[src/hdl/dhpk_pkg.sv]
`timescale 1ns / 1ps
// Shared constants, hash parameters and request/result types for the pair-key
// hash table. No dependencies; every other file of the block imports this package.
package dhpk_pkg;

    localparam int TABLE_BITS  = 8;
    localparam int NUM_SLOTS   = 1 << TABLE_BITS;
    localparam int PROBE_W     = TABLE_BITS + 1;
    localparam int CNT_W       = TABLE_BITS + 1;
    localparam int KEY_W       = 32;
    localparam int SLOT_OUT_W  = 8;
    localparam int PROBE_OUT_W = 9;
    localparam int COUNT_OUT_W = 8;

    localparam logic [KEY_W-1:0] MIX_ADD = 32'h7ed55d16;
    localparam logic [KEY_W-1:0] MIX_XOR = 32'hc761c23c;
    localparam int MIX_SHL  = 12;
    localparam int MIX_SHR  = 19;
    localparam int STEP_SHL = 8;
    localparam int STEP_SHR = 4;

    localparam logic OP_PAIR  = 1'b0;
    localparam logic OP_CLEAR = 1'b1;

    typedef logic [TABLE_BITS-1:0] t_slot;

    typedef struct packed {
        logic             op;
        logic [KEY_W-1:0] parent;
        logic [KEY_W-1:0] zone;
        t_slot            idx;
        t_slot            step;
    } t_job;

    typedef struct packed {
        logic               found;
        logic               inserted;
        logic               table_full;
        t_slot              slot;
        logic [PROBE_W-1:0] probes;
        logic [CNT_W-1:0]   count;
    } t_result;

endpackage

[src/hdl/dhpk_fifo.sv]
`timescale 1ns / 1ps
// Two-entry queue of hashed requests between the front end and the probe
// engine. Uses the request type of dhpk_pkg.
module dhpk_fifo (
    input  logic           i_clk,
    input  logic           i_rst_n,
    input  logic           i_push,
    input  dhpk_pkg::t_job i_data,
    output logic           o_full,
    output logic           o_empty,
    output dhpk_pkg::t_job o_data,
    input  logic           i_pop
);
    import dhpk_pkg::*;

    t_job       r_mem [2];
    logic       r_wr, r_rd;
    logic [1:0] r_cnt;

    assign o_full  = (r_cnt == 2'd2);
    assign o_empty = (r_cnt == 2'd0);
    assign o_data  = r_mem[r_rd];

    always_ff @(posedge i_clk) begin
        if (!i_rst_n) begin
            r_wr  <= 1'b0;
            r_rd  <= 1'b0;
            r_cnt <= 2'd0;
        end else begin
            if (i_push) begin
                r_wr <= !r_wr;
            end
            if (i_pop) begin
                r_rd <= !r_rd;
            end
            r_cnt <= r_cnt + 2'(i_push) - 2'(i_pop);
        end
    end

    always_ff @(posedge i_clk) begin
        if (i_push) begin
            r_mem[r_wr] <= i_data;
        end
    end

`ifndef SYNTHESIS
    a_no_overflow: assert property (@(posedge i_clk) disable iff (!i_rst_n)
        i_push |-> !o_full)
        else $error("request queue written while full");
    a_no_underflow: assert property (@(posedge i_clk) disable iff (!i_rst_n)
        i_pop |-> !o_empty)
        else $error("request queue read while empty");
    a_count_range: assert property (@(posedge i_clk) disable iff (!i_rst_n)
        r_cnt <= 2'd2)
        else $error("request queue count out of range");
`endif

endmodule

[config.mk]
export PLATFORM = sky130hd
export DESIGN_NAME = dhpk_fifo
export DESIGN_NICKNAME = d
export VERILOG_FILES = /design/src/hdl/dhpk_pkg.sv /design/src/hdl/dhpk_fifo.sv
export SDC_FILE = /design/constraint.sdc
export NUM_CORES = 1
export LEC_CHECK = 0
export BUFFER_PORTS_ARGS = -buffer_cell sky130_fd_sc_hd__clkbuf_2
export CORE_MARGIN = 2
export CORE_UTILIZATION = 45
export CTS_BUF_LIST = sky130_fd_sc_hd__clkbuf_2 sky130_fd_sc_hd__clkbuf_4 sky130_fd_sc_hd__clkbuf_8
export CTS_CLUSTER_DIAMETER = 120
export DETAILED_ROUTE_END_ITERATION = 8
export GPL_ROUTABILITY_DRIVEN = 0
export HOLD_SLACK_MARGIN = 0.02
export PLACE_DENSITY = 0.72
export SYNTH_ARGS = -nofsm -noshare
export SYNTH_HDL_FRONTEND = slang
export SYNTH_SLANG_ARGS = --single-unit
[constraint.sdc]
create_clock -name i_clk -period 4.3 [get_ports i_clk]
set_clock_uncertainty 0.15 [all_clocks]
set_input_delay 0.43 -clock i_clk [delete_from_list [all_inputs] [get_ports i_clk]]
set_output_delay 0.43 -clock i_clk [all_outputs]
set_load 0.03 [all_outputs]
==> results_tabular.tex <==
\begin{tabular}{lr}
\hline
Metric & Value \\
\hline
\multicolumn{2}{l}{\textbf{Run status}} \\
\quad Outcome & finished, final reports clean \\
\multicolumn{2}{l}{\textbf{Clock network}} \\
\quad Clock latency on the worst-skew pair & approximately 0.44 ns \\
\quad H-tree depth & 4 \\
\quad TritonCTS clock tree & built \\
\quad CTS Root Buffer Type & clkbuf\_8 \\
\quad Maximum clock insertion buffer count & 2 \\
\quad Number of buffers created by CTS & 17 \\
\quad Clk slew on worst S/H paths & 0.09 ns \\
\quad Sinks on the clock net & 167 \\
\multicolumn{2}{l}{\textbf{Route}} \\
\quad DRT Pass-1 Iters & 4 \\
\quad Antenna-violating nets left & 0 \\
\quad Average wire per standard cell & 16.1 um \\
\quad Met1 Wirelength & 4490 um \\
\quad Met3 wirelength from detailed routing & between 500 and 600 um \\
\quad Uppermost signal routing layer after detailed routing & met4 \\
\quad Number of design rule violations left after detail routing & 0 \\
\quad DR vias/cell & roughly 4.7 \\
\quad Met2 layer wire length in the routed design & 6400 um \\
\quad Routed vias & about 3400 \\
\quad Starting DRT DRC Count & 160 \\
\quad Routed Wire Length & $\sim$12000 um \\
\multicolumn{2}{l}{\textbf{Yosys}} \\
\quad Share of Yosys cell area claimed by the top area cell type & 75.1\% \\
\quad Largest cells by area after synthesis & edfxtp\_1, mux2\_4, buf\_12, dfxtp\_1, and2\_1 \\
\quad Netlist area before placement & around 6500 um\^{}2 \\
\quad Net count after synthesis & 360 \\
\quad Synthesized netlist cell count & $\sim$270 \\
\quad Biggest area consumer among synthesized cells & edfxtp\_1 \\
\quad Post-synthesis sequential area ratio & about three quarters \\
\quad Number of distinct standard cells referenced by the synthesized netlist & 14 \\
\quad Synth top cells by count & edfxtp\_1, mux2\_4, buf\_12 \\
\quad Count of warnings emitted by yosys & 0 \\
\quad Fraction of registers with async set/reset & 0\% \\
\quad Leading cell type by number of instances after synthesis & edfxtp\_1 \\
\quad Number of synthesized flops with an enable pin & 162 \\
\quad Post-synthesis area per instance & roughly 24 um\^{}2 \\
\quad Register bit total from synthesis & 167 \\
\quad Top FF cell, synth & edfxtp\_1 \\
\multicolumn{2}{l}{\textbf{Power}} \\
\quad Overall power after layout & 3.60 mW \\
\quad Switching Power & just over 0.9 mW \\
\quad Gate power share & between 10\% and 20\% \\
\quad Fraction of power consumed by the clock network & 29.8\% \\
\quad Switching part of the total & 25.8\% \\
\quad Peak ir drop on the vdd network & 294 uV \\
\quad Power density of the placed cells & 418 nW/um\^{}2 \\
\quad Sequential fraction of design power & 53.4\% \\
\quad Design internal power & $\sim$2.7 mW \\
\quad Leakage & 3.47 nW \\
\multicolumn{2}{l}{\textbf{Global routing}} \\
\quad Pin count of the biggest net entering global routing & 82 \\
\quad Overall global routing resource usage & between 10\% and 20\% \\
\quad Number of antenna violations at the first check in global routing & 0 \\
\quad Number of global-route vias before repair & 3556 \\
\quad First-pass GRT wire length & 17000 um \\
\quad Total grt overflow & 0 \\
\multicolumn{2}{l}{\textbf{Finish}} \\
\quad Growth of design area from synthesis to finish & 32.8\% \\
\quad Final cell count without fillers & 726 \\
\quad Total of fill cells in the finished design & 1036 \\
\quad Total non-filler cell area in the finished layout & 8600 um\^{}2 \\
\quad Fin nets & between 600 and 700 \\
\quad Share of post-route cells with drive strength above 1 & 52.0\% \\
\quad Diodes inserted & 0 \\
\quad Share of the core filled with cells in the final layout & 61.5\% \\
\multicolumn{2}{l}{\textbf{Worst setup path}} \\
\quad Required time of the critical path & between 3 and 4 ns \\
\quad WP data arrival & 2.30 ns \\
\quad Category of the critical setup timing path & reg -> out \\
\quad Nature of the critical path endpoint & primary output \\
\quad Nature of the critical path startpoint & flip-flop \\
\quad Largest fanout of any net on the critical path & 32 \\
\multicolumn{2}{l}{\textbf{Timing}} \\
\quad Remaining max-slew budget at the tightest pin & 26.1\% \\
\quad Final hold vios & 0 \\
\quad Slack of the critical path & roughly 1.4 ns \\
\quad Measured slew at the worst slew-check pin & around 1.1 ns \\
\quad Number of max-slew violations in the final report & 0 \\
\quad Setup\_tns & 0 ns \\
\quad Period utilization & approximately two thirds \\
\quad Max Clock Freq & roughly 350 MHz \\
\quad Final worst path period need & between 2 and 3 ns \\
\quad Final setup viols & 0 \\
\quad Unrepaired setup endpoints after global routing & no \\
\quad WHS & between 0.06 and 0.07 ns \\
\multicolumn{2}{l}{\textbf{Floorplan}} \\
\quad Top Ports & 168 \\
\quad Std-Cell Rows & 43 \\
\quad Die footprint & 15400 um\^{}2 \\
\quad Starting density of the core & 46.3\% \\
\quad Die Ht & 124 um \\
\quad Die Span X & about 120 um \\
\quad Total core area & 14000 um\^{}2 \\
\multicolumn{2}{l}{\textbf{Hold path}} \\
\quad Min-delay worst type & in -> reg \\
\multicolumn{2}{l}{\textbf{Placement}} \\
\quad Minimum setup slack after placement & $\sim$1.8 ns \\
\quad Buffers added on ports & 167 \\
\quad Number of placed cells counting well taps & $\sim$610 \\
\quad DP Area & 7410 um\^{}2 \\
\quad Sum of net half-perimeters after detailed placement & 7230 um \\
\multicolumn{2}{l}{\textbf{Run}} \\
\quad Max-cap violation count & 0 \\
\hline
\end{tabular}
==> power by group through the flow <==
stage	clock (mW)	sequential, mW	combinational, mW
after floorplan	0	1.94	0.437
after global placement	0	1.95	0.542
after detailed placement	0	1.96	0.551
after CTS	1.11	1.92	0.611
after global routing	1.16	1.93	0.642
final	1.07	1.92	0.604
==> critical path, cell delays in order, from the launching register on <==
cell	delay, ns
dfxtp_4	0.74
buf_4	0.55
mux2_4	0.35
clkbuf_2	0.19
==> final cells by class <==
cell class | instances | area (um^2) | share of cell area [%]
Inverter | 2 | 7.51 | 0.0873
Timing Repair Buffer | 250 | 1670 | 19.4
Clock buffer | 17 | 234 | 2.72
Clock inverter | 15 | 153 | 1.78
Tap cell | 180 | 225 | 2.62
Sequential cell | 167 | 4970 | 57.8
Multi-Input combinational cell | 95 | 1340 | 15.6
==> repair_timing <==
item / CTS / global route
endpoints found under the hold margin: 159 / 0
hold buffers: 80 / 0
buffers inserted: 0 / 0
gates resized for setup: 0 / 0
==> layer usage <==
layer	track usage (%)	vias to the layer above
met5	0	-
met4	6.95	0
met3	4.26	15
met2	27.7	94
met1	16.0	1676
li1	-	1598
==> final timing paths <==
| check | startpoint | end | slack [ns] | cells after the start |
|---|---|---|---|---|
| hold reg to reg | r_rd | flip-flop | 0.44 | 2 |
| hold / removal | i_data[29] | r_mem[1][29] | 0.07 | 1 |
| setup / recovery | flip-flop | o_data[29] | 1.42 | 3 |
| setup reg to reg | r_wr | r_mem[0][31] | 2.25 | 2 |
==> cell usage in the layout, fill, tap and decap left out, drive strengths merged, types with 2 or more instances in the layout <==
cell type	count
and2	4
buf	3
bufinv	2
clkbuf	184
clkinv	7
clkinvlp	3
dfxtp	5
dlygate4sd3	80
edfxtp	162
ha	2
inv	5
mux2	81
nor2b	4
==> state kept, by name (all words and copies together), names as in the netlist, named ones only <==
name and flops:
r_rd 1, r_mem 162, r_wr 1, r_cnt 2
==> cells by family after synthesis <==
kind of cell	synth area share, %
DFF	76.7
muxes	18.7
buffers and inverters	2.76
and+or+nand+nor	0.831
xor gates and xnor gates	0.483
adders and majority gates	0.386
AOI/OAI and AO/OA	0.116
Note: power is estimated with default switching activity, not from simulation.
