### config.mk
export PLATFORM = sky130hd
export DESIGN_NAME = dhpk_front
export DESIGN_NICKNAME = d
export VERILOG_FILES = /design/src/hdl/dhpk_pkg.sv /design/src/hdl/dhpk_front.sv
export SDC_FILE = /design/constraint.sdc
export NUM_CORES = 1
export LEC_CHECK = 0
export BUFFER_PORTS_ARGS = -buffer_cell sky130_fd_sc_hd__buf_2
export CAP_MARGIN = 20
export CORE_MARGIN = 2
export CORE_UTILIZATION = 45
export DETAILED_ROUTE_END_ITERATION = 6
export PLACE_DENSITY = 0.66
export SYNTH_ARGS = -nofsm -noshare
export SYNTH_HDL_FRONTEND = slang
export SYNTH_SLANG_ARGS = --single-unit
### constraint.sdc
create_clock -name i_clk -period 13 [get_ports i_clk]
set_input_delay 1.3 -clock i_clk [delete_from_list [all_inputs] [get_ports i_clk]]
set_output_delay 1.3 -clock i_clk [all_outputs]
set_load 0.05 [all_outputs]
### src/hdl/dhpk_pkg.sv
`timescale 1ns / 1ps
// Shared constants, hash parameters and request/result types for the pair-key
// hash table. No dependencies; every other file of the block imports this package.
package dhpk_pkg;

    localparam int TABLE_BITS  = 8;
    localparam int NUM_SLOTS   = 1 << TABLE_BITS;
    localparam int PROBE_W     = TABLE_BITS + 1;
    localparam int CNT_W       = TABLE_BITS + 1;
    localparam int KEY_W       = 32;
    localparam int SLOT_OUT_W  = 8;
    localparam int PROBE_OUT_W = 9;
    localparam int COUNT_OUT_W = 8;

    localparam logic [KEY_W-1:0] MIX_ADD = 32'h7ed55d16;
    localparam logic [KEY_W-1:0] MIX_XOR = 32'hc761c23c;
    localparam int MIX_SHL  = 12;
    localparam int MIX_SHR  = 19;
    localparam int STEP_SHL = 8;
    localparam int STEP_SHR = 4;

    localparam logic OP_PAIR  = 1'b0;
    localparam logic OP_CLEAR = 1'b1;

    typedef logic [TABLE_BITS-1:0] t_slot;

    typedef struct packed {
        logic             op;
        logic [KEY_W-1:0] parent;
        logic [KEY_W-1:0] zone;
        t_slot            idx;
        t_slot            step;
    } t_job;

    typedef struct packed {
        logic               found;
        logic               inserted;
        logic               table_full;
        t_slot              slot;
        logic [PROBE_W-1:0] probes;
        logic [CNT_W-1:0]   count;
    } t_result;

endpackage

### src/hdl/dhpk_front.sv
`timescale 1ns / 1ps
// Front end: takes requests and computes the two-round key hash, the first
// probe slot and the odd probe step over two register stages. Uses dhpk_pkg.
module dhpk_front (
    input  logic                      i_clk,
    input  logic                      i_rst_n,
    input  logic                      i_push,
    input  logic                      i_op,
    input  logic [dhpk_pkg::KEY_W-1:0] i_parent_key,
    input  logic [dhpk_pkg::KEY_W-1:0] i_zone_key,
    output logic                      o_full,
    output logic                      o_job_push,
    output dhpk_pkg::t_job            o_job,
    input  logic                      i_job_full
);
    import dhpk_pkg::*;

    logic             r_v0, n_v0;
    logic             r_v1, n_v1;
    logic             r_op0, r_op1;
    logic [KEY_W-1:0] r_p0, r_z0, r_sum;
    logic [KEY_W-1:0] r_p1, r_z1, r_a1;
    logic             ready0, ready1;
    logic [KEY_W-1:0] hash, step_full;

    assign ready1 = !r_v1 || !i_job_full;
    assign ready0 = !r_v0 || ready1;
    assign o_full = !ready0;

    assign n_v0 = (i_push && ready0) || (r_v0 && !ready1);
    assign n_v1 = ready1 ? r_v0 : r_v1;

    always_ff @(posedge i_clk) begin
        if (!i_rst_n) begin
            r_v0 <= 1'b0;
            r_v1 <= 1'b0;
        end else begin
            r_v0 <= n_v0;
            r_v1 <= n_v1;
        end
    end

    // Stage 0 holds the request and the key sum, stage 1 the first mix round.
    always_ff @(posedge i_clk) begin
        if (i_push && ready0) begin
            r_op0 <= i_op;
            r_p0  <= i_parent_key;
            r_z0  <= i_zone_key;
            r_sum <= i_parent_key + i_zone_key;
        end
        if (ready1 && r_v0) begin
            r_op1 <= r_op0;
            r_p1  <= r_p0;
            r_z1  <= r_z0;
            r_a1  <= r_sum + MIX_ADD + (r_sum << MIX_SHL);
        end
    end

    assign hash      = (r_a1 ^ MIX_XOR) ^ (r_a1 >> MIX_SHR);
    assign step_full = (hash << STEP_SHL) + (hash >> STEP_SHR);

    always_comb begin
        o_job.op     = r_op1;
        o_job.parent = r_p1;
        o_job.zone   = r_z1;
        o_job.idx    = hash[TABLE_BITS-1:0];
        o_job.step   = step_full[TABLE_BITS-1:0] | t_slot'(1);
    end

    assign o_job_push = r_v1 && !i_job_full;

endmodule

==> reports/qor.csv, run 1 <==
metric;value;unit
outcome;finished, final reports clean;
commonest non-fill, non-tap cell in the layout;edfxtp_1;
Max-Cap Viols;0;
WP data required;13170;ps
register area;5595;um^2
worst vdd ir;0.09734;mV
Routed WL;17520;um
Clock Latency Late Sink;430;ps
Die X;144.9;um
Worst Path Max Fanout;4;
minimum clock period after layout;3354;ps
Mapped Area;8940;um^2
Crit. End Element;flip-flop;
max incr delay on CP;440;ps
final clock period utilization by the worst path;25.80;%
largest family of logic cells by synthesized area;compound AO/OA/AOI/OAI gates;
Final nets;946;
Post-Synth Adder-Cell Area;10.80;%
dominant synthesized flop cell;edfxtp_1;
Final WS setup;9646;ps
H-tree depth;4;
worst setup path class;in2reg;
Post CTS Setup Buffer Count;0;
worst r2r src;r_sum[1];
vias in the first global route;5606;
Worst Hold Launch;r_p0[27];
Die ar.;21010;um^2
RSZ-0062 raised after global routing;false;
Setup crit start kind;input pin;
Post-synth EDFFs;185;
distinct cell type count after synthesis;64;
Hold Slack;417.2;ps
Final Hold Vio Count;0;
Ys Warns;0;
Compound-Gate Fraction of Synth Area;11.35;%
PortBufs;150;
# IOs;152;
Detail Placement HPWL;13010;um
Simple-Gate Fraction of Synth Area;5.948;%
Vias;5482;
drt via density;5.081;
commonest non-fill, non-tap cells in the layout;edfxtp_1 (185), buf_2 (150), ha_1 (74);
Fillers;1654;
number of DRC markers in iteration 0;373;
Setup TNS Final;0;ps
Syn-to-layout area delta;18.46;%
multiplexer share of the synthesized area;0.1260;%
clock root buffer;clkbuf_16;
Yosys reg bits;187;
Worst slew margin;42.06;%
pre-CTS setup slack;9197;ps
area of the multi-input gates;3072;um^2
Worst Reg-to-Reg Cells;9;
Setup Skew;10.17;ps
initial antenna violation count;0;
Rows;51;
Syn Area/Cell;13.95;um^2
WL/cell;16.24;um
Num CTS Buffers;17;
initial core utilization;45.93;%
CP cell instances;buf_2 > ha_1 > fa_1 > a211oi_2 > nor2_1 > o31ai_2 > a21oi_4 > a211oi_4 > o21ai_1 > xnor2_1;
core area;19460;um^2
first-pass GRT wire length;28210;um
FF-to-FF setup slack;10060;ps
final setup fails;0;
share of cells above drive strength 1;25.31;%
Mapped Cells;641;
Power Dens Cells;165.2;nW/um^2
ant diodes;0;
CTS Hold Bufs;0;
cts repair resizes;0;
fin area;10590;um^2
Clock Path Buffers;2;
Worst EP arrival;3520;ps
XOR/XNOR Fraction of Synth Area;5.878;%
Final ANT Viol Nets;0;
sequential element share of the synthesized area;62.59;%
Lkg Pwr;4.313;nW
Post-synth ARST share;0;%
CTS clk-pin slew, worst paths;60;ps
HP Class;reg2reg;
Buf+Inv Stages, Crit Path;1;
total grt overflow;0;
Hold Path Depth;0;
power consumption;1.750;mW
CTS tree;built;
Synthesized Nets;786;
DRC Markers;0;
GPL Wtd Cong;0.7946;
Hold Path Sink;r_p1[27];
Fmax achieved;0.2982;GHz
fin. max-slew vios;0;
pin count of the biggest net entering global routing;90;
delay-heaviest family, CP;compound AO/OA/AOI/OAI gates;
CTS sink count;187;
DIE HEIGHT;144.9;um
FF-to-FF End;r_a1[28];
Post-DP Area;9975;um^2
crit path max-delay cell type;fa_1;
router iterations before antenna repair;5;
Slew @ Worst Pin;869.1;ps
GRT Util Overall;16.73;%
## sequential cells by signal, indices dropped and copies added, names as in the netlist
signal  flops
r_a1       24
r_op0       1
r_op1       1
r_p0       32
r_p1       32
r_sum      31
r_v0        1
r_v1        1
r_z0       32
r_z1       32
## synth_stat cells, drive strengths merged, types with 6 or more instances
master | n | area share, %
edfxtp | 185 | 62
ha | 74 | 10
inv | 56 | 2.4
a21oi | 41 | 2.6
xnor2 | 40 | 3.9
nor2 | 30 | 1.3
nand2 | 25 | 1.0
o21ai | 23 | 1.3
xor2 | 20 | 2.0
a21o | 15 | 1.3
nand3 | 12 | 0.67
a211oi | 9 | 0.95
a31oi | 9 | 0.63
buf | 9 | 0.78
nor2b | 9 | 0.63
and3 | 7 | 0.55
o21a | 7 | 0.59
nand4 | 6 | 0.42
## stage by stage
stage / utilization [%] / instances
after global placement: 51.25 / 1046
final: 54.41 / 1079
after floorplan: - / 641
after global routing: 54.41 / 1079
after CTS: 54.31 / 1078
after detailed placement: 51.25 / 1046
## cell families after synthesis
family / Yosys count
muxes: 1
adders and majority gates: 76
DFF: 187
other: 1
and+or+nand+nor: 108
xor gates and xnor gates: 60
buffers and inverters: 68
AOI/OAI and AO/OA: 140
## worst max path at each step
stage                     from         to  cells after the start
2_1_floorplan       i_job_full    r_a1[0]                      1
3_3_place_gp   i_parent_key[0]  r_sum[30]                     10
3_5_place_dp   i_parent_key[0]  r_sum[30]                     10
4_1_cts        i_parent_key[0]  r_sum[30]                     10
5_1_grt        i_parent_key[0]  r_sum[26]                     10
6_report       i_parent_key[0]  r_sum[30]                     10
## layer usage
layer  vias up  global-route usage [%]  routed length, um
met4         0                   5.446                216
met5         -                       0                  0
met2       133                   28.62               8750
met1      2628                   21.47               7916
met3        14                   3.270                641
li1       2707                       -                  -
## power by group
group	internal, mW	switching (mW)	total (mW)
Combinational	0.168	0.300	0.468
Sequential	0.737	0.0224	0.759
Clock	0.304	0.219	0.523
## area by class of cell
class	instances	area share, %
flip-flops and latches	187	52.84
repair buffers	153	7.420
clock buffers	19	4.088
inverters	56	1.985
multi-input cells	386	29.01
clock inverters	13	1.536
well taps	265	3.131
Power figures use the tool's default switching activity.
==> inputs of run 2 (changes only) <==
--- a/config.mk
+++ b/config.mk
@@ -10,7 +10,7 @@
 export CORE_MARGIN = 2
 export CORE_UTILIZATION = 45
 export DETAILED_ROUTE_END_ITERATION = 6
-export PLACE_DENSITY = 0.66
+export PLACE_DENSITY = 0.69
 export SYNTH_ARGS = -nofsm -noshare
 export SYNTH_HDL_FRONTEND = slang
 export SYNTH_SLANG_ARGS = --single-unit
==> constraint.sdc (replaced) <==
create_clock -name i_clk -period 3.08 [get_ports i_clk]
set_input_delay 0.308 -clock i_clk [delete_from_list [all_inputs] [get_ports i_clk]]
set_output_delay 0.308 -clock i_clk [all_outputs]
set_load 0.05 [all_outputs]
==> run 2 against run 1 <==
Cell area decreased by 0.11%. Non-clock buffer count shrank 1. Cell count about the same. Critical path depth stayed put. Clock power rose to 4.1 times the previous value. Register-to-register slack got worse by 9700 ps. Power rose to 4.2 times the previous value. Worst hold slack got worse by 360 ps. Setup slack worse by 9300 ps. Global-route usage down 0.48 points.
==> reports/qor.csv, run 2 (synthesis gave the netlist of run 1 again) <==
metric;value;unit;change
outcome;finished, final reports clean;;
Fillers;1655;;+0.060%
Power Dens Cells;692.8;nW/um^2;+320%
fin. max-slew vios;0;;unchanged
CP cell instances;inv_1 > ha_1 > fa_1 > a21oi_2 > o21ai_0 > a32oi_1 > a31oi_1 > a31o_2 > a221oi_2 > xnor2_1;;
register area;5595;um^2;unchanged
Clock Latency Late Sink;420;ps;about the same
Die X;144.9;um;unchanged
power consumption;7.329;mW;+320%
Max-Cap Viols;0;;unchanged
met1 layer wirelength in the final routing;7664;um;-3.2%
cts repair resizes;0;;unchanged
share of cells above drive strength 1;25.58;%;+0.28 points
HP Class;in2reg;;
Setup crit start kind;flip-flop;;
Crit. End Element;flip-flop;;
final clock period utilization by the worst path;89.43;%;
Setup Skew;6.820;ps;-3.348 ps
commonest non-fill, non-tap cell in the layout;edfxtp_1;;
Final ANT Viol Nets;0;;unchanged
total grt overflow;0;;unchanged
pin count of the biggest net entering global routing;97;;+7.8%
RSZ-0062 raised after global routing;false;;
Routed WL;16910;um;-3.5%
DRC Markers;0;;unchanged
Clock Path Buffers;2;;unchanged
GRT Util Overall;16.26;%;-0.48 points
Vias;5451;;-0.57%
CTS tree;built;;
CTS clk-pin slew, worst paths;70;ps;about the same
ant diodes;0;;unchanged
initial core utilization;45.93;%;unchanged
area of the multi-input gates;3072;um^2;unchanged
Worst EP arrival;2930;ps;-590 ps
final setup fails;0;;unchanged
clock root buffer;clkbuf_16;;
met3 wire length;787;um;+23%
Hold Slack;54.49;ps;-362.7 ps
crit path max-delay cell type;fa_1;;
CTS sink count;187;;unchanged
PortBufs;150;;unchanged
Lkg Pwr;4.307;nW;-0.13%
max incr delay on CP;430;ps;about the same
Worst slew margin;65.54;%;+23 points
Final WS setup;325.4;ps;-9321 ps
Worst Path Max Fanout;3;;-1
GPL Wtd Cong;0.8739;;+10%
initial antenna violation count;0;;unchanged
number of DRC markers in iteration 0;387;;+3.8%
Fmax achieved;0.3630;GHz;
Final nets;945;;-0.11%
Post CTS Setup Buffer Count;0;;unchanged
H-tree depth;4;;unchanged
Buf+Inv Stages, Crit Path;1;;unchanged
first-pass GRT wire length;27170;um;-3.7%
WL/cell;15.69;um;-3.4%
met2 routed WL;8100;um;-7.4%
Setup TNS Final;0;ps;unchanged
core area;19460;um^2;unchanged
CTS Hold Bufs;0;;unchanged
minimum clock period after layout;2755;ps;
top layer reached by signal wires;met4;;
WP data required;3250;ps;-9920 ps
# IOs;152;;unchanged
Die ar.;21010;um^2;unchanged
drt via density;5.057;;-0.47%
vias in the first global route;5421;;-3.3%
Detail Placement HPWL;12420;um;-4.5%
Num CTS Buffers;17;;unchanged
Slew @ Worst Pin;516.9;ps;-352.2 ps
Rows;51;;unchanged
Final Hold Vio Count;0;;unchanged
DIE HEIGHT;144.9;um;unchanged
router iterations before antenna repair;5;;unchanged
worst setup path class;reg2reg;;
delay-heaviest family, CP;compound AO/OA/AOI/OAI gates;;
pre-CTS setup slack;308.2;ps;-8889 ps
commonest non-fill, non-tap cells in the layout;edfxtp_1 (185), buf_2 (150), ha_1 (74);;
Syn-to-layout area delta;18.33;%;
worst vdd ir;0.4128;mV;+320%
## run 2: cell types whose count changed in the layout (fill, tap and decap cells not counted), sizes merged
cell    before  now
inv         60   64
bufinv       3    1
clkbuf      19   17
buf        153  152
## run 2: final timing paths
check	from	end	slack (ps)	cells after the start
max reg2reg	r_sum[2]	r_a1[30]	330	10
max	r_sum[2]	r_a1[30]	330	10
min reg2reg	r_z0[28]	r_z1[28]	420	0
min	i_op	r_op0	50	1
## run 2: worst register-to-register path: stages (launching register included)
cell and delay, ps:
edfxtp_1 410, inv_1 80, ha_1 210, fa_1 430, a21oi_2 220, o21ai_0 120, a32oi_1 190, a31oi_1 180
a31o_2 330, a221oi_2 250, xnor2_1 100
## run 2: stage by stage
stage	util (%)	cells	instance area, um^2
2_1_floorplan	-	641	8959
3_3_place_gp	51.38	1046	10000
3_5_place_dp	51.38	1046	10000
4_1_cts	54.36	1078	10580
5_1_grt	54.36	1078	10580
6_report	54.36	1078	10580
## run 2: where the power goes
part	switching (mW)	leakage, nW	internal (mW)
Clock	1.00	0.281	1.15
Combinational	1.28	2.24	0.711
Sequential	0.0867	1.79	3.11
## run 2: cell type report
type	count	area share, %
Clock buffer	17	4.021
Clock inverter	15	1.455
Inverter	56	1.987
Multi-Input combinational cell	386	29.04
Sequential cell	187	52.89
Tap cell	265	3.134
Timing Repair Buffer	152	7.475
## run 2: layer usage
layer	track usage, %	vias to the layer above
li1	-	2709
met1	20.96	2581
met2	26.88	135
met3	3.711	26
met4	6.188	0
met5	0	-
==> inputs of run 3 (changes only) <==
--- a/config.mk
+++ b/config.mk
@@ -10,7 +10,7 @@
 export CORE_MARGIN = 2
 export CORE_UTILIZATION = 45
 export DETAILED_ROUTE_END_ITERATION = 6
-export PLACE_DENSITY = 0.69
+export PLACE_DENSITY = 0.66
 export SYNTH_ARGS = -nofsm -noshare
 export SYNTH_HDL_FRONTEND = slang
 export SYNTH_SLANG_ARGS = --single-unit
==> constraint.sdc (replaced) <==
create_clock -name i_clk -period 3.5 [get_ports i_clk]
set_input_delay 0.35 -clock i_clk [delete_from_list [all_inputs] [get_ports i_clk]]
set_output_delay 0.35 -clock i_clk [all_outputs]
set_load 0.05 [all_outputs]
==> run 3 against run 2 <==
Largest power group unchanged. Power shrank 9.7%. Sequential share of layout area shrank 0.31 points. Critical path depth shrank 1. Highest routed layer unchanged.
==> reports/qor.csv, run 3 (synthesis gave the netlist of run 1 again) <==
metric;value;unit;change
register area;5595;um^2;unchanged
Gate power share;26.7;%;-0.4 points
drt via density;5.069;;+0.25%
Worst slew margin;43.12;%;-22 points
Detail Placement HPWL;13480;um;+8.5%
router iterations before antenna repair;5;;unchanged
CTS sink count;187;;unchanged
core area;19460;um^2;unchanged
vias in the first global route;5580;;+2.9%
DP Cell Count;1048;;+0.19%
Max-Cap Viols;0;;unchanged
share of cells above drive strength 1;25.77;%;+0.18 points
Crit path top cell by count;ha_1;;
initial antenna violation count;0;;unchanged
worst r2r src;r_sum[17];;
Num CTS Buffers;17;;unchanged
Hold Path Depth;1;;unchanged
met3 wire length;675;um;-14%
part of the power in registers;42.5;%;-1.1 points
PortBufs;150;;unchanged
FF-to-FF setup slack;730;ps;+400 ps
Syn-to-layout area delta;19.03;%;
CTS tree;built;;
Fmax achieved;0.3611;GHz;-0.55%
H-tree depth;4;;unchanged
Fillers;1613;;-2.5%
cts repair resizes;0;;unchanged
Int Power;4.516;mW;-9.0%
initial core utilization;45.93;%;unchanged
power consumption;6.622;mW;-9.7%
Routed WL;17720;um;+4.8%
Slew @ Worst Pin;851.5;ps;+334.6 ps
total grt overflow;0;;unchanged
commonest non-fill, non-tap cells in the layout;edfxtp_1 (185), buf_2 (150), ha_1 (74);;
Worst Reg-to-Reg Cells;9;;-1
WL/cell;16.41;um;+4.6%
Worst Path Max Fanout;5;;+2
Die ar.;21010;um^2;unchanged
Setup Skew;10.43;ps;+3.615 ps
Net Sw Frac;31.80;%;-0.47 points
Post-Layout Cell Count;1080;;+0.19%
HP Class;in2reg;;
# IOs;152;;unchanged
Final Hold Vio Count;0;;unchanged
minimum clock period after layout;2770;ps;+15.10 ps
Clock Path Buffers;2;;unchanged
GRT Util Overall;17.11;%;+0.86 points
Final nets;947;;+0.21%
Rows;51;;unchanged
Setup crit start kind;flip-flop;;
ant diodes;0;;unchanged
clock root buffer;clkbuf_16;;
met2 routed WL;8630;um;+6.5%
P_sw;2.105;mW;-11%
worst vdd ir;0.3610;mV;-13%
pin count of the biggest net entering global routing;51;;-47%
Clock Power Share;30.8;%;+1.5 points
pre-CTS setup slack;666.4;ps;+358.2 ps
crit path max-delay cell type;edfxtp_1;;
RSZ-0062 raised after global routing;false;;
Worst Hold Launch;i_op;;
Setup TNS Final;0;ps;unchanged
commonest non-fill, non-tap cell in the layout;edfxtp_1;;
WP data required;3690;ps;+440 ps
first-pass GRT wire length;28500;um;+4.9%
final setup fails;0;;unchanged
Die X;144.9;um;unchanged
Worst setup startpoint;r_sum[17];;
DIE HEIGHT;144.9;um;unchanged
Vias;5475;;+0.44%
CTS clk-pin slew, worst paths;70;ps;about the same
Final WS setup;730.3;ps;+404.9 ps
Lkg Pwr;4.336;nW;+0.67%
Worst EP arrival;2960;ps;+30 ps
CTS Hold Bufs;0;;unchanged
final clock period utilization by the worst path;79.13;%;-10 points
Crit. End Element;flip-flop;;
CP cell instances;ha_1 > ha_1 > a21oi_1 > nor2b_1 > or3_1 > a21oi_2 > o22ai_2 > a31oi_1 > xnor2_1;;
number of DRC markers in iteration 0;289;;-25%
outcome;finished, final reports clean;;
GPL Wtd Cong;0.8531;;-2.4%
Final ANT Viol Nets;0;;unchanged
top layer reached by signal wires;met4;;
Power Dens Cells;622.2;nW/um^2;-10%
max incr delay on CP;470;ps;+40 ps
met1 layer wirelength in the final routing;8186;um;+6.8%
Post CTS Setup Buffer Count;0;;unchanged
area of the multi-input gates;3072;um^2;unchanged
worst setup path class;reg2reg;;
Clock Latency Late Sink;440;ps;+20 ps
DRC Markers;0;;unchanged
fin. max-slew vios;0;;unchanged
==> run 3: cell count changes in the layout (fill, tap and decap cells not counted), sizes merged <==
cell | before | now
buf | 152 | 154
bufinv | 1 | 3
clkinv | 4 | 1
clkinvlp | 2 | 3
==> run 3: per-stage QoR <==
step | utilization [%] | cell area (um^2) | hold slack (ps)
global route | 54.68 | 10640 | 68.75
floorplan | - | 8951 | 400.3
CTS | 54.68 | 10640 | 71.75
finish | 54.68 | 10640 | 81.15
global placement | 51.46 | 10010 | 402.1
detailed placement | 51.46 | 10010 | 404.5
==> run 3: per-layer routing <==
| metal | up-vias | global-route usage, % |
|---|---|---|
| met2 | 127 | 28.17 |
| met5 | - | 0 |
| met1 | 2624 | 22.93 |
| met3 | 14 | 3.428 |
| met4 | 0 | 5.495 |
| li1 | 2710 | - |
==> run 3: layout make-up <==
class,instances,share of cell area (%)
repair buffers,154,7.572
well taps,265,3.116
clock buffers,17,3.998
clock inverters,15,1.893
flip-flops and latches,187,52.58
inverters,56,1.975
multi-input cells,386,28.87
==> run 3: path summary, 6_finish.rpt <==
| check | to |
|---|---|
| setup / recovery | r_a1[29] |
| hold / removal | r_op0 |
| setup reg to reg | r_a1[29] |
| hold reg to reg | r_p1[27] |
==> run 3: critical path, delay by kind of cell, from the launching register on <==
kind                       cells  cell delay (ps)
AOI/OAI and AO/OA              4              920
DFF                            1              470
adders and majority gates      2              680
and+or+nand+nor                2              390
xor gates and xnor gates       1               80
==> run 3: power groups by stage <==
| stage | Clock (mW) | Combinational [mW] | Sequential, mW |
|---|---|---|---|
| 2_1_floorplan | 0 | 1.24 | 2.96 |
| 3_3_place_gp | 0 | 1.75 | 2.86 |
| 3_5_place_dp | 0 | 1.76 | 2.87 |
| 5_1_grt | 2.15 | 1.93 | 2.83 |
| 4_1_cts | 2.07 | 1.77 | 2.82 |
| 6_report | 2.04 | 1.77 | 2.81 |
